File: src/wct_pkg.sv
// Shared constants and widths for the window change trigger.
package wct_pkg;

  localparam int WINDOW    = 10;
  localparam int HALF      = WINDOW / 2;
  localparam int NEWER_LEN = WINDOW - HALF;

  localparam int SAMPLE_W  = 10;
  localparam int PCT_W     = 10;
  localparam int DIR_W     = 2;

  localparam int IDX_W     = (WINDOW > 2) ? $clog2(WINDOW) : 1;
  localparam int FILL_W    = $clog2(WINDOW + 1);

  // summed deltas of one half, magnitude and signed widths
  localparam int MAG_W     = $clog2(((1 << SAMPLE_W) - 1) * NEWER_LEN + 1);
  localparam int ACC_W     = MAG_W + 1;
  localparam int DIV_W     = $clog2(NEWER_LEN + 1);

  // reciprocal of each half length, exact floor for any magnitude below 2**MAG_W
  localparam int RECIP_SH  = MAG_W + DIV_W;
  localparam int RECIP_W   = RECIP_SH + 1;
  localparam logic [RECIP_W-1:0] RECIP_OLDER =
    RECIP_W'(((1 << RECIP_SH) + HALF - 1) / HALF);
  localparam logic [RECIP_W-1:0] RECIP_NEWER =
    RECIP_W'(((1 << RECIP_SH) + NEWER_LEN - 1) / NEWER_LEN);

  localparam int PCT_SCALE   = 100;
  localparam int SCALE_W     = 7;

  localparam int IN_TDATA_W  = 16;
  localparam int OUT_TDATA_W = 24;

  // configuration register indexes
  localparam logic REG_DIRECTION = 1'b0;
  localparam logic REG_PERCENT   = 1'b1;

  localparam logic [PCT_W-1:0] PCT_RESET = PCT_W'(40);

endpackage

File: src/wct_cell.sv
// One window cell: holds a sample and passes it to its neighbor on shift.
module wct_cell (
  input  logic                            clk,
  input  logic                            shift,
  input  logic [wct_pkg::SAMPLE_W-1:0]    d,
  output logic [wct_pkg::SAMPLE_W-1:0]    q
);
  import wct_pkg::*;

  always_ff @(posedge clk) begin
    if (shift) begin
      q <= d;
    end
  end

endmodule

File: src/wct_divider.sv
// Signed divide by a constant half length via reciprocal multiply, truncated toward zero.
module wct_divider (
  input  logic                              clk,
  input  logic                              rst,
  input  logic                              start,
  input  logic signed [wct_pkg::ACC_W-1:0]  dividend,
  input  logic [wct_pkg::RECIP_W-1:0]       recip,
  output logic signed [wct_pkg::ACC_W-1:0]  quotient,
  output logic                              done
);
  import wct_pkg::*;

  logic [ACC_W-1:0]         dividend_abs;
  logic [MAG_W+RECIP_W-1:0] prod;
  logic [MAG_W-1:0]         qmag;

  assign dividend_abs = dividend[ACC_W-1] ? ACC_W'(-dividend) : dividend;
  assign prod         = dividend_abs[MAG_W-1:0] * recip;
  assign qmag         = prod[RECIP_SH +: MAG_W];

  always_ff @(posedge clk) begin
    if (rst) begin
      done <= 1'b0;
    end else begin
      done <= start;
      if (start) begin
        quotient <= dividend[ACC_W-1] ? -$signed({1'b0, qmag}) : $signed({1'b0, qmag});
      end
    end
  end

endmodule

File: src/window_change_trigger_top.sv
// Top level of the window change trigger: cell chain, walk, dividers, decision.
//
// One sample word in gives one result word out. While the window is still
// filling, a word reports zeros. Once full, the cell chain is rotated once,
// one cell per cycle, to sum each half's deltas, and the two half sums are
// then divided by their lengths in one registered reciprocal multiply, after
// which the averages are loaded and the result presented. A new sample is
// taken only when the block is idle; a finished result may wait in the
// output register while the next sample is accepted.
module window_change_trigger_top (
  input  logic                               clk,
  input  logic                               rst,
  // sample [9:0]
  input  logic [wct_pkg::IN_TDATA_W-1:0]     s_tdata,
  input  logic                               s_tvalid,
  output logic                               s_tready,
  // window_full [0], triggered [1], older_average [11:2], newer_average [21:12]
  output logic [wct_pkg::OUT_TDATA_W-1:0]    m_tdata,
  output logic                               m_tvalid,
  input  logic                               m_tready,
  input  logic                               cfg_we,
  input  logic                               cfg_index,
  input  logic [wct_pkg::PCT_W-1:0]          cfg_data
);
  import wct_pkg::*;

  localparam logic [1:0] ST_IDLE  = 2'd0;
  localparam logic [1:0] ST_WALK  = 2'd1;
  localparam logic [1:0] ST_DIV   = 2'd2;
  localparam logic [1:0] ST_FINAL = 2'd3;

  logic [1:0]          state;
  logic [IDX_W-1:0]    idx;
  logic [FILL_W-1:0]   fill;
  logic                full_flag;
  logic [DIR_W-1:0]    direction;
  logic [PCT_W-1:0]    percent_threshold;

  logic                accept;
  logic                walking;
  logic                shift;
  logic [SAMPLE_W-1:0] chain [WINDOW];
  logic [SAMPLE_W-1:0] tail_d;
  logic [SAMPLE_W-1:0] head;

  logic [SAMPLE_W-1:0]     base_o;
  logic [SAMPLE_W-1:0]     base_n;
  logic signed [ACC_W-1:0] acc_o;
  logic signed [ACC_W-1:0] acc_n;
  logic signed [ACC_W-1:0] diff_o;
  logic signed [ACC_W-1:0] diff_n;

  logic                    div_start;
  logic signed [ACC_W-1:0] q_o;
  logic signed [ACC_W-1:0] q_n;
  logic                    div_done_o;
  logic                    div_done_n;
  logic [ACC_W:0]          sum_o;
  logic [ACC_W:0]          sum_n;
  logic [SAMPLE_W-1:0]     older_avg;
  logic [SAMPLE_W-1:0]     newer_avg;

  logic signed [SAMPLE_W:0] change;
  logic [SAMPLE_W:0]        change_abs;
  logic [SAMPLE_W-1:0]      magnitude;
  logic [SAMPLE_W+SCALE_W-1:0] lhs;
  logic [SAMPLE_W+PCT_W-1:0]   rhs;
  logic                     meets;
  logic                     fire;
  logic                     out_free;

  assign accept   = s_tvalid && s_tready;
  assign s_tready = (state == ST_IDLE);
  assign walking  = (state == ST_WALK);
  assign shift    = accept || walking;
  assign head     = chain[0];
  assign tail_d   = walking ? head : s_tdata[SAMPLE_W-1:0];
  assign out_free = !m_tvalid || m_tready;

  // chain[0] is the oldest sample, chain[WINDOW-1] the newest
  for (genvar i = 0; i < WINDOW; i++) begin : g_cell
    if (i == WINDOW - 1) begin : g_tail
      wct_cell u_cell (.clk(clk), .shift(shift), .d(tail_d), .q(chain[i]));
    end else begin : g_body
      wct_cell u_cell (.clk(clk), .shift(shift), .d(chain[i+1]), .q(chain[i]));
    end
  end

  assign diff_o = ACC_W'($signed({1'b0, head}) - $signed({1'b0, base_o}));
  assign diff_n = ACC_W'($signed({1'b0, head}) - $signed({1'b0, base_n}));

  always_ff @(posedge clk) begin
    if (rst) begin
      direction         <= '0;
      percent_threshold <= PCT_RESET;
    end else if (cfg_we) begin
      case (cfg_index)
        REG_DIRECTION: direction         <= cfg_data[DIR_W-1:0];
        REG_PERCENT:   percent_threshold <= cfg_data;
        default:       ;
      endcase
    end
  end

  wct_divider u_div_older (
    .clk      (clk),
    .rst      (rst),
    .start    (div_start),
    .dividend (acc_o),
    .recip    (RECIP_OLDER),
    .quotient (q_o),
    .done     (div_done_o)
  );

  wct_divider u_div_newer (
    .clk      (clk),
    .rst      (rst),
    .start    (div_start),
    .dividend (acc_n),
    .recip    (RECIP_NEWER),
    .quotient (q_n),
    .done     (div_done_n)
  );

  assign sum_o = {{(ACC_W + 1 - SAMPLE_W){1'b0}}, base_o} + {q_o[ACC_W-1], q_o};
  assign sum_n = {{(ACC_W + 1 - SAMPLE_W){1'b0}}, base_n} + {q_n[ACC_W-1], q_n};

  assign change     = $signed({1'b0, newer_avg}) - $signed({1'b0, older_avg});
  assign change_abs = change[SAMPLE_W] ? (SAMPLE_W + 1)'(-change) : change;
  assign magnitude  = change_abs[SAMPLE_W-1:0];
  assign lhs        = magnitude * SCALE_W'(PCT_SCALE);
  assign rhs        = older_avg * percent_threshold;
  assign meets      = {{(PCT_W - SCALE_W){1'b0}}, lhs} >= rhs;

  always_comb begin
    fire = 1'b0;
    if (meets) begin
      if (direction[DIR_W-1]) begin
        fire = change[SAMPLE_W];
      end else if (direction[0]) begin
        fire = (change != '0) && !change[SAMPLE_W];
      end else begin
        fire = 1'b1;
      end
    end
  end

  always_ff @(posedge clk) begin
    if (rst) begin
      state     <= ST_IDLE;
      fill      <= '0;
      full_flag <= 1'b0;
      div_start <= 1'b0;
      m_tvalid  <= 1'b0;
      idx       <= '0;
    end else begin
      div_start <= 1'b0;
      if (m_tvalid && m_tready) begin
        m_tvalid <= 1'b0;
      end
      case (state)
        ST_IDLE: begin
          if (accept) begin
            idx <= '0;
            if (fill >= FILL_W'(WINDOW - 1)) begin
              fill      <= FILL_W'(WINDOW);
              full_flag <= 1'b1;
              state     <= ST_WALK;
            end else begin
              fill      <= fill + 1'b1;
              full_flag <= 1'b0;
              older_avg <= '0;
              newer_avg <= '0;
              state     <= ST_FINAL;
            end
          end
        end
        ST_WALK: begin
          if (idx == '0) begin
            base_o <= head;
            acc_o  <= '0;
          end else if (idx < IDX_W'(HALF)) begin
            acc_o <= acc_o + diff_o;
          end else if (idx == IDX_W'(HALF)) begin
            base_n <= head;
            acc_n  <= '0;
          end else begin
            acc_n <= acc_n + diff_n;
          end
          idx <= idx + 1'b1;
          if (idx == IDX_W'(WINDOW - 1)) begin
            div_start <= 1'b1;
            state     <= ST_DIV;
          end
        end
        ST_DIV: begin
          if (div_done_o) begin
            older_avg <= sum_o[SAMPLE_W-1:0];
            newer_avg <= sum_n[SAMPLE_W-1:0];
            state     <= ST_FINAL;
          end
        end
        ST_FINAL: begin
          if (out_free) begin
            m_tvalid <= 1'b1;
            m_tdata  <= {{(OUT_TDATA_W - 2 - 2 * SAMPLE_W){1'b0}}, newer_avg, older_avg,
                         full_flag && fire, full_flag};
            state    <= ST_IDLE;
          end
        end
        default: state <= ST_IDLE;
      endcase
    end
  end

  a_div_lockstep: assert property (@(posedge clk) disable iff (rst)
    div_done_o |-> div_done_n)
    else $error("older and newer dividers out of step");

  a_not_full_zero: assert property (@(posedge clk) disable iff (rst)
    (m_tvalid && !m_tdata[0]) |-> (m_tdata[2*SAMPLE_W+1:1] == '0))
    else $error("result before window full carries nonzero fields");

  a_accept_busy: assert property (@(posedge clk) disable iff (rst)
    accept |=> !s_tready)
    else $error("sample accepted while previous one still in work");

endmodule

File: config.mk
export PLATFORM = sky130hd
export DESIGN_NAME = window_change_trigger_top
export DESIGN_NICKNAME = d
export VERILOG_FILES = /design/src/wct_pkg.sv /design/src/wct_cell.sv /design/src/wct_divider.sv /design/src/window_change_trigger_top.sv
export SDC_FILE = /design/constraint.sdc
export NUM_CORES = 1
export LEC_CHECK = 0
export BUFFER_PORTS_ARGS = -buffer_cell sky130_fd_sc_hd__buf_2
export CAP_MARGIN = 20
export CORE_MARGIN = 3
export CORE_UTILIZATION = 40
export DETAILED_ROUTE_END_ITERATION = 10
export GPL_TIMING_DRIVEN = 1
export SETUP_SLACK_MARGIN = 0.4
export SKIP_CTS_REPAIR_TIMING = 1
export SLEW_MARGIN = 20
export SYNTH_ARGS = -nofsm -noshare
export SYNTH_HDL_FRONTEND = slang
export SYNTH_SLANG_ARGS = --single-unit
export TNS_END_PERCENT = 30
File: constraint.sdc
create_clock -name clk -period 15 [get_ports clk]
set_clock_uncertainty 0.1 [all_clocks]
set_input_delay 3.75 -clock clk [delete_from_list [all_inputs] [get_ports clk]]
set_output_delay 3.75 -clock clk [all_outputs]
set_load 0.005 [all_outputs]
; Yosys cells after proc, flatten, opt, wreduce, memory -nomap -nowiden
; Cells that the tools add are included.
[totals]
regBits = 236
word_cells = 121
[op_classes]
add_sub_neg = 14
mul = 4
n_lt_le_gt_ge = 3
eq_ne = 10
n_mux = 30
bitwise = 5
reduce_logical = 27
[ops]
columns = op, count
row1 = $mux 10, 8
row2 = $mul 13x12->24 const B, 2
row3 = $pmux 10 s2, 2
row4 = $sub 10x10->11, 3
row5 = $neg 10->10, 3
row6 = $add 14x11->14, 2
row7 = $mux 13, 2
row8 = $neg 13->13, 2
row9 = $add 10x10->10, 2
row10 = $ge 17x20->1, 1
row11 = $mul 10x10->20, 1
row12 = $mul 10x5->15 const B, 1
row13 = $mux 14, 1
row14 = $reduce_bool 11->1, 1
row15 = $mux 2, 5
row16 = $reduce_and 2->1, 5
row17 = $reduce_and 5->1, 2
row18 = $reduce_and 3->1, 3
row19 = $add 4x1->4 const B, 2
row20 = $mux 1, 8
row21 = $mux 4, 2
row22 = $pmux 2 s4, 1
row23 = $pmux 4 s2, 1
row24 = $reduce_and 4->1, 2
row25 = 16 further kinds, 31

; Depth between registers and ports, before layout
[depth]
ltp_word = 7
depth_mapped = 37

; Modules after synthesis
; From an unflattened synthesis, not the netlist that was laid out.
[unflattened]
cells_unflattened = 3199
hier_area_um2 = 30750.7
[by_module_without_submodules]
columns = module, n_inst, cells_per_inst, area_each_um2
row1 = window_change_trigger_top, 1, 1282, 11997.8
row2 = wct_divider (u_div_newer), 1, 908, 7892.6
row3 = wct_divider (u_div_older), 1, 909, 7857.5
row4 = wct_cell, 10, 10, 300.3

; Least setup slack after synthesis
; Ideal clock, no wire load.
[synth_path]
kind = input to register
from = input s_tvalid
to = register newer_avg[0] (enable)
setup_time_ps = 507
arrival_time_ps = 7317
required_ps = 14393
setup_slack_ps = 7076
cell_stages = 3
path_buffers = 0
cell_sequence = nand2b_1 > o21ai_0 > a2111oi_0
[synth_via]
elab_chain_len = 3
[synth_rtl]
columns = item, line_no
row1 = start: declaration, window_change_trigger_top.sv:15  ; input logic s_tvalid,
row2 = $logic_and 1x1->1, window_change_trigger_top.sv:72  ; assign accept = s_tvalid && s_tready;
row3 = $ne 2x1->1 (no line), n/a
row4 = $reduce_and 5->1 (no line), n/a
row5 = end signal: assignment, window_change_trigger_top.sv:199  ; newer_avg <= sum_n[SAMPLE_W-1:0];
row6 = end: declaration, window_change_trigger_top.sv:61  ; logic [SAMPLE_W-1:0] newer_avg;
; Every way passes these cells.
; A chain may end at the register's enable or synchronous reset.

; Worst setup path after layout
[layout_path]
from = register older_avg[2]
to = register m_tdata[1] in the netlist's numbering, data pin
[layout_via]
elab_chain_len = 7
word_cells_on_any_way = 13
[layout_rtl]
columns = item, line_no
row1 = start: declaration, window_change_trigger_top.sv:60  ; logic [SAMPLE_W-1:0] older_avg;
row2 = start signal: assignment, window_change_trigger_top.sv:198  ; older_avg <= sum_o[SAMPLE_W-1:0];
row3 = $sub 10x10->11, window_change_trigger_top.sv:128  ; assign change = $signed({1'b0, newer_avg}) - $signed({1'b0, older_avg});
row4 = "$neg 10->10, or another cell as far along", window_change_trigger_top.sv:129  ; assign change_abs = change[SAMPLE_W] ? (SAMPLE_W + 1)'(-change) : change;
row5 = $mux 10 or $logic_and 1x1->1 (tied branches), "window_change_trigger_top.sv:129, window_change_trigger_top.sv:141"
row6 = $mul 10x5->15 or $mux 1 (tied branches), "window_change_trigger_top.sv:131, window_change_trigger_top.sv:140"
row7 = $ge 17x20->1 or $mux 1 (tied branches), "window_change_trigger_top.sv:133, window_change_trigger_top.sv:138"
row8 = $mux 1 (*), window_change_trigger_top.sv:137  ; if (meets) begin
row9 = $logic_and 1x1->1 (*), window_change_trigger_top.sv:207  ; full_flag && fire, full_flag};
row10 = end signal: assignment, window_change_trigger_top.sv:206  ; m_tdata <= {{(OUT_TDATA_W - 2 - 2 * SAMPLE_W){1'b0}}, newer_avg, older_avg,
row11 = end: declaration, window_change_trigger_top.sv:18  ; output logic [wct_pkg::OUT_TDATA_W-1:0] m_tdata,
; Every way passes the cells marked *; elsewhere a longest branch is shown, timed or not.

==> metrics.cfg <==
[logic_synthesis]
netlist_top_cells_count = 363 x ha_1, 330 x inv_1, 210 x edfxtp_1, 160 x fa_1, 156 x nand2_1
syn_area_um2 = 21600
synth_cell_types = 74
yosys-top-cells-area = edfxtp_1 29%, ha_1 21%, fa_1 15%, inv_1 5.7%, xnor2_1 4.1%
synth_top_cell_area_share = 0.292
yosys_warnings = 0
synthArstFlopShare = 0
ys_seq_area_frac = 0.316
synth-edff-count = 210
yosys_register_bits = 236
synth.avg_cell_area_um2 = 10.5
synthCells = 2047
synthFlopType = edfxtp_1
synth.most_common_cell = ha_1
yosysTopAreaCell = edfxtp_1

[global_route]
antenna_found_initial = 1
grt_max_degree = 81
overflow = 0
grt_pass1_wl_um = 71800
grt_pass1_vias = 14493
grtUsageTotal = 0.153

[routing]
drtIter0Drc = 625
vias = 14106
wl_per_cell_um = 15.1
firstDrtPassIters = 5
antenna_left = 0
wirelength_um = 42300
viasPerCell = 5.04
drc = 0

[sta]
rsz0062_at_grt = false
holdWs_ps = 314
slew-limit-headroom = 0.283
fmaxAchievable_ghz = 0.126
tns_ps = 0
fin_crit_sh = 0.530
fin_crit_ps = 7960
hold_viol_final = 0
setup_viol = 0
tightest_slew_ps = 1070
report.final.slew_viol_count = 0

[worst_setup_path]
crit_type = reg -> reg
r2r_cells = 33
path_buf_inv = 1
crit_family = compound AO/OA/AOI/OAI gates
critical_path.startpoint_type = flip-flop
startpoint = older_avg[2]$_SDFFCE_PN0P_
critPathMaxStageDelay_ps = 780
end_kind = flip-flop
crit_slowest_cell = edfxtp_1
worstPathRequired_ps = 15280
arrival_ps = 8240
crit_fanout = 12
crit_top_cell = ha_1
path_depth = 33
reg2reg_from = older_avg[2]$_SDFFCE_PN0P_

[floorplan]
dieArea_um2 = 56800
ioPinCount = 58
row_count = 84
fp.dieW_um = 238
start_util = 0.407
die_y_um = 238
core_area_um2 = 53000

[clock_network]
clkSinkCount = 236
cts_max_path_buffers = 3
htree_num_levels = 1
clockRootBuffer = clkbuf_16
clk_latency_ps = 540
cts_buffers = 25
cts_tree = done
clkTransAtPathRegs_ps = 70

[cells_and_area]
final_util = 0.442
nNetsFinal = 2645
drive_gt1_frac = 0.0593
syn2layout_area_growth_pct = 8.55

[status]
status = finished, final reports clean

[placed_design]
hpwlAfterDp_um = 33800
port_buffers = 49
gp_congestion = 0.822

[flow_run]
cap_violations = 0

[hold_path]
hold-path-cell-count = 0
min_path_type = reg -> reg
hold_start = g_cell[5].g_body.u_cell.q[5]$_DFFE_PP_

## cell type report
cell class                      instances  area (µm²)
Clock inverter                         20         191
Inverter                              332        1250
Sequential cell                       236        6830
Fill cell                            4984       29500
Timing Repair Buffer                   56         298
Multi-Input combinational cell       1439       13400
Tap cell                              688         861
Antenna cell                            1        2.50
Clock buffer                           26         629
## worst paths after layout
path | endpoint | slack [ps]
worst max register to register | m_tdata[1]$_DFFE_PP_ | 7040
worst min-delay path | g_cell[4].g_body.u_cell.q[5]$_DFFE_PP_ | 310
worst min register to register | g_cell[4].g_body.u_cell.q[5]$_DFFE_PP_ | 310
worst max-delay path | m_tdata[1]$_DFFE_PP_ | 7040
## flip-flops by register name, indices dropped and copies added (netlist names), 4 cells and up
signal / cells
acc_n: 14
acc_o: 14
base_n: 10
base_o: 10
fill: 4
g_cell.g_body.u_cell.q: 90
g_cell.g_tail.u_cell.q: 10
idx: 4
m_tdata: 22
newer_avg: 10
older_avg: 10
percent_threshold: 10
u_div_newer.quotient: 10
u_div_older.quotient: 10
## cell usage in the layout, fill, tap and decap left out, drive strengths merged, types with 18 or more instances in the layout
cell type,netlist,routed
ha,363,363
a21oi,90,90
edfxtp,210,210
inv,330,332
xor2,49,49
nand2b,22,22
a21o,34,34
nand3,18,18
xnor2,101,101
dfxtp,26,26
nor2,112,112
buf,4,56
o21ai,62,62
nand2,156,156
nor2b,31,31
nor3,24,24
clkbuf,37,26
fa,160,160
and2,46,46
## routing by layer
layer	GRT usage	wire (µm)
met5	0	0
met3	0.0199	1300
met4	0.0367	994
met2	0.253	19500
met1	0.214	20500
## logic make-up (layout without fill, tap and decap cells)
kind of cell,Yosys count,in the layout,synth area share
AOI/OAI and AO/OA,284,284,0.0866
xor gates and xnor gates,150,150,0.0612
adders and majority gates,523,523,0.359
buffers and inverters,373,434,0.0652
DFF,236,236,0.316
muxes,19,19,0.00951
other,1,3,0.000174
and+or+nand+nor,461,461,0.102
## metrics by stage
step / setup slack [ps] / cells / instance area, µm²
after floorplan: 7080 / 2048 / 21600
after global placement: 7310 / 2751 / 22600
after detailed placement: 7190 / 2751 / 22600
after CTS: 7130 / 2797 / 23400
after global routing: 6330 / 2797 / 23400
final: 7040 / 2798 / 23400
Power is not shown: default switching activity piles up to over one toggle a cycle in this logic, so the estimate is an artifact.
